## src/hdl/cah_pkg.sv

```systemverilog
`timescale 1ns / 1ps

package cah_pkg;

  localparam int REQ_W      = 2;
  localparam int ID_W       = 10;
  localparam int FRAME_W    = 32;
  localparam int CIU_W      = 7;
  localparam int HOLD_W     = 16;
  localparam int CFG_W      = 16;
  localparam int CFG_IDX_W  = 1;
  localparam int OUT_CELL_W = 6;

  localparam int DEF_MAX_CELLS   = 64;
  localparam int DEF_MAX_RECORDS = 1024;

  localparam logic [CIU_W-1:0]  CIU_RESET  = 7'd16;
  localparam logic [HOLD_W-1:0] HOLD_RESET = 16'd120;

  typedef enum logic [REQ_W-1:0] {
    REQ_TOUCH = 2'd0,
    REQ_PLACE = 2'd1,
    REQ_FREE  = 2'd2,
    REQ_PROBE = 2'd3
  } req_t;

  typedef enum logic [CFG_IDX_W-1:0] {
    REG_CELLS_IN_USE = 1'b0,
    REG_HOLD_FRAMES  = 1'b1
  } reg_idx_t;

  typedef struct packed {
    logic accept;
    logic clear_step;
    logic scan_step;
    logic commit;
  } cmd_t;

  typedef struct packed {
    logic clear_done;
    logic scan_last;
    logic pipe_empty;
    logic out_free;
  } status_t;

  // zero counts as one, large values saturate at the cell count
  function automatic logic [8:0] eff_budget(input logic [CIU_W-1:0] v, input int max_cells);
    logic [8:0] w;
    logic [8:0] m;
    w = 9'(v);
    m = 9'(max_cells);
    if (w == 9'd0) begin
      eff_budget = 9'd1;
    end else if (w > m) begin
      eff_budget = m;
    end else begin
      eff_budget = w;
    end
  endfunction

endpackage

```

## src/hdl/cah_ctrl.sv

```systemverilog
`timescale 1ns / 1ps

module cah_ctrl import cah_pkg::*; (
  input  logic    clk,
  input  logic    rst_n,
  input  logic    in_valid,
  output logic    in_ready,
  input  status_t st,
  output cmd_t    cmd
);

  typedef enum logic [4:0] {
    ST_CLEAR  = 5'b00001,
    ST_IDLE   = 5'b00010,
    ST_SCAN   = 5'b00100,
    ST_DRAIN  = 5'b01000,
    ST_COMMIT = 5'b10000
  } state_t;

  state_t state_r;
  state_t state_nxt;

  assign in_ready       = (state_r == ST_IDLE);
  assign cmd.accept     = in_valid && (state_r == ST_IDLE);
  assign cmd.clear_step = (state_r == ST_CLEAR);
  assign cmd.scan_step  = (state_r == ST_SCAN);
  assign cmd.commit     = (state_r == ST_COMMIT) && st.out_free;

  always_comb begin
    state_nxt = state_r;
    case (state_r)
      ST_CLEAR: begin
        if (st.clear_done) state_nxt = ST_IDLE;
      end
      ST_IDLE: begin
        if (in_valid) state_nxt = ST_SCAN;
      end
      ST_SCAN: begin
        if (st.scan_last) state_nxt = ST_DRAIN;
      end
      ST_DRAIN: begin
        if (st.pipe_empty) state_nxt = ST_COMMIT;
      end
      ST_COMMIT: begin
        if (st.out_free) state_nxt = ST_IDLE;
      end
      default: begin
        state_nxt = ST_IDLE;
      end
    endcase
  end

  always_ff @(posedge clk) begin
    if (!rst_n) begin
      state_r <= ST_CLEAR;
    end else begin
      state_r <= state_nxt;
    end
  end

endmodule

```

## config.mk

```make
export PLATFORM = sky130hd
export DESIGN_NAME = cah_ctrl
export DESIGN_NICKNAME = d
export VERILOG_FILES = /design/src/hdl/cah_pkg.sv /design/src/hdl/cah_ctrl.sv
export SDC_FILE = /design/constraint.sdc
export NUM_CORES = 1
export LEC_CHECK = 0
export BUFFER_PORTS_ARGS = -buffer_cell sky130_fd_sc_hd__buf_2
export CORE_AREA = 3 3 40 42
export CTS_BUF_LIST = sky130_fd_sc_hd__clkbuf_4 sky130_fd_sc_hd__clkbuf_8
export CTS_CLUSTER_DIAMETER = 150
export DETAILED_ROUTE_END_ITERATION = 8
export DIE_AREA = 0 0 43 45
export PLACE_DENSITY_LB_ADDON = 0.12
export SYNTH_ARGS = -nofsm -noshare
export SYNTH_HDL_FRONTEND = slang
export SYNTH_SLANG_ARGS = --single-unit
```

## constraint.sdc

```tcl
create_clock -name clk -period 2.8 [get_ports clk]
set_input_delay 0.42 -clock clk [delete_from_list [all_inputs] [get_ports clk]]
set_output_delay 0.42 -clock clk [all_outputs]
set_load 0.02 [all_outputs]
```

==> results.sh <==
export IMPL_power_frac_clock_pct=44.3
export IMPL_yosys_cell_types_count=26
export IMPL_r2r_setup_slack_ns=1.59
export IMPL_finalMaxSlewViolations=0
export IMPL_required_ns=2.38
export IMPL_cts_clk_slew_worst_paths_ns=0.04
export IMPL_seqPwrFrac_pct=38.2
export IMPL_ys_warn_count=0
export IMPL_clockBufferDepth=2
export IMPL_synthCells=38
export IMPL_place_inst=62
export IMPL_synth_seq_cells=5
export IMPL_leakage_nw=0.1981
export IMPL_syn_num_nets=45
export IMPL_dr_pass1_iters=4
export IMPL_post_cts_buffers=0
export IMPL_worst_pin_slew_ns=0.3589
export IMPL_routabilityCongestion=0.7319
export IMPL_grt_pass1_vias=303
export IMPL_fin_crit_ns=1.906
export IMPL_drtIter0Drc=4
export IMPL_cap_violations=0
export IMPL_rows=13
export IMPL_ant_nets=0
export IMPL_numCtsBuffers=3
export IMPL_grt_overflow=0
export IMPL_cts_tree="built"
export IMPL_htree_levels=1
export IMPL_seq_area_frac_synth_pct=29.09
export IMPL_stdcell_area_um2=435.4
export IMPL_clock_skew_ns=0.0007851
export IMPL_cts_root_buf="clkbuf_4"
export IMPL_dpl_instance_area_um2=405.4
export IMPL_switchingPower_w=0.00005216
export IMPL_avgSynthCellArea_um2=9.055
export IMPL_regMostFlops="state_r"
export IMPL_netlist_area_um2=344.1
export IMPL_rsz0062_at_grt="false"
export IMPL_track_usage_pct=9.333
export IMPL_power_w=0.0002072
export IMPL_grt_max_degree=12
export IMPL_status="completed"
export IMPL_start_util_pct=26.78
export IMPL_endpoint_kind="output port"
export IMPL_power_frac_comb_pct=17.5
export IMPL_reg_top3="state_r x5"
export IMPL_io_pins=12
export IMPL_layout_drive_gt1_share_pct=39.22
export IMPL_cts_hold_buffers_added=0
export IMPL_startpoint_type="register"
export IMPL_cp_max_fo=11
export IMPL_clock_sinks=5
export IMPL_wl_per_cell_um=11.83
export IMPL_worst_r2r_path_depth=3
export IMPL_criticalPathCategory="register to output port"
export IMPL_max_stage_delay_ns=0.46
export IMPL_hold_viol_final=0
export IMPL_final_cells=66
export IMPL_critical_path_depth=3
export IMPL_ir_drop_uv=214.0
export IMPL_clock_latency_ns=0.24
export IMPL_die_y_um=45
export IMPL_worst_path_max_delay_cell="or3_1"
export IMPL_cts_repair_resized=0
export IMPL_viasPerCell=4.924
export IMPL_largest_register_ffs=5
export IMPL_arrival_ns=1.49
export IMPL_core_area_um2=1285
export IMPL_num_vias=325
export IMPL_multiInputGateArea_um2=224.0
export IMPL_die_area_um2=1935
export IMPL_min_delay_path_class="input port to register"
export IMPL_finalSetupTns_ns=0
export IMPL_portBuffers=11
export IMPL_setup_violations=0
export IMPL_antenna_diode_count=0
export IMPL_crit_family="simple AND/OR/NAND/NOR gates"
export IMPL_whs_ns=0.3981
export IMPL_areaGrowthSynthToFinish_pct=26.55
export IMPL_nNetsFinal=59
export IMPL_cellPowerDensity_nw_per_um2=475.8
export IMPL_path_cells="or3_1 -> nor3_1 -> buf_2"
export IMPL_relSlewSlack_pct=76.04
export IMPL_antenna_found_initial=0
export IMPL_min_path_cells=2
export IMPL_die_w_um=43
export IMPL_holdPathEnd="state_r[0]$_SDFFE_PN1P_"
export IMPL_dpl_hpwl_um=645.6
export IMPL_worstReg2RegStart="state_r[4]$_SDFFE_PN0P_"
export IMPL_grt_pass1_wl_um=1317
export IMPL_p_int_w=0.0001550
export IMPL_power_share_switching_pct=25.18
export IMPL_layout_worst_path_cycle_share_pct=68.08
export IMPL_drc=0
export IMPL_timing_rr_end="state_r[1]$_SDFFE_PN0P_"
export IMPL_seqCellArea_um2=100.1
export IMPL_hold_path_startpoint="st[3]"
export IMPL_fmax_mhz=524.6
export IMPL_wirelength_um=781
export IMPL_critPathBufInv=1
export IMPL_fillCellCount=132
final cells by class:
type,instances,area share (%)
Sequential cell,5,22.99
Tap cell,15,4.310
Clock buffer,4,6.897
Inverter,2,1.724
Multi-Input combinational cell,29,51.44
Timing Repair Buffer,11,12.64
cells in the final DEF, fill, tap and decap left out:
cell,netlist,final
nand2_1,2,2
dfxtp_1,5,5
buf_2,1,11
nor4b_4,1,1
nor4_1,2,2
nand3b_1,1,1
and2_1,1,1
or3b_2,1,1
inv_1,2,2
or2_4,1,1
or3b_1,1,1
a211oi_1,1,1
o31ai_1,1,1
and3b_2,1,1
nor3_1,3,3
or3_1,1,1
a21oi_1,1,1
nand2b_1,2,2
clkbuf_4,0,4
o22ai_1,1,1
nor3b_1,1,1
o41ai_2,1,1
nor2_1,2,2
o21a_1,1,1
o2111a_1,1,1
and4b_1,2,2
kinds of logic after synthesis:
family,share of synthesized area (%)
simple gates,47.28
compound gates,17.82
buf+inv,5.818
flops,29.09
routing by layer:
| metal | wire length [µm] | vias up | track usage, % | part of all wire, % |
|---|---|---|---|---|
| met5 | 0 | - | 0 | 0 |
| met4 | 0 | 0 | 7.229 | 0 |
| met3 | 17 | 0 | 2.390 | 2.2 |
| met2 | 428 | 3 | 15.87 | 55 |
| met1 | 335 | 153 | 9.903 | 43 |
| li1 | - | 169 | - | - |
through the flow:
step	utilization [%]	setup WS, ns
after floorplan	-	1.067
after global placement	31.55	1.185
after detailed placement	31.55	1.148
after CTS	33.89	0.8777
after global routing	33.89	0.7823
final	33.89	0.8939
how the worst max path moves through the flow:
stage | startpoint | endpoint
after CTS | state_r[3]$_SDFFE_PN0P_ | cmd[0]
after global routing | state_r[3]$_SDFFE_PN0P_ | cmd[0]
after floorplan | state_r[4]$_SDFFE_PN0P_ | cmd[3]
final | state_r[3]$_SDFFE_PN0P_ | cmd[0]
after global placement | state_r[4]$_SDFFE_PN0P_ | cmd[3]
after detailed placement | state_r[3]$_SDFFE_PN0P_ | cmd[0]
synthesized netlist by cell type, drive strengths merged:
master / number / area, µm²
a211oi: 1 / 7.510
a21oi: 1 / 5.000
and2: 1 / 6.260
and3b: 1 / 10.01
and4b: 2 / 20.02
buf: 2 / 12.51
dfxtp: 5 / 100.1
inv: 2 / 7.510
nand2: 2 / 7.510
nand2b: 2 / 12.51
nand3b: 1 / 7.510
nor2: 2 / 7.510
nor3: 3 / 15.01
nor3b: 1 / 7.510
nor4: 2 / 12.51
nor4b: 1 / 23.77
o2111a: 1 / 11.26
o21a: 1 / 7.510
o22ai: 1 / 6.260
o31ai: 1 / 7.510
o41ai: 1 / 16.27
or2: 1 / 8.760
or3: 1 / 6.260
or3b: 2 / 17.52
worst register-to-register path: cells and delay by family (launching register included):
kind            cells  cell delay [ns]
flops               1             0.37
compound gates      1             0.16
simple gates        2             0.56
power groups by stage:
stage                     registers (W)  clock network, W   logic, W
after global routing          0.0000797          0.000103  0.0000393
after floorplan               0.0000791                 0  0.0000244
final                         0.0000791         0.0000918  0.0000362
after detailed placement      0.0000804                 0  0.0000364
after global placement        0.0000807                 0  0.0000357
after CTS                     0.0000791         0.0000967  0.0000366
(Power assumes the default switching activity.)
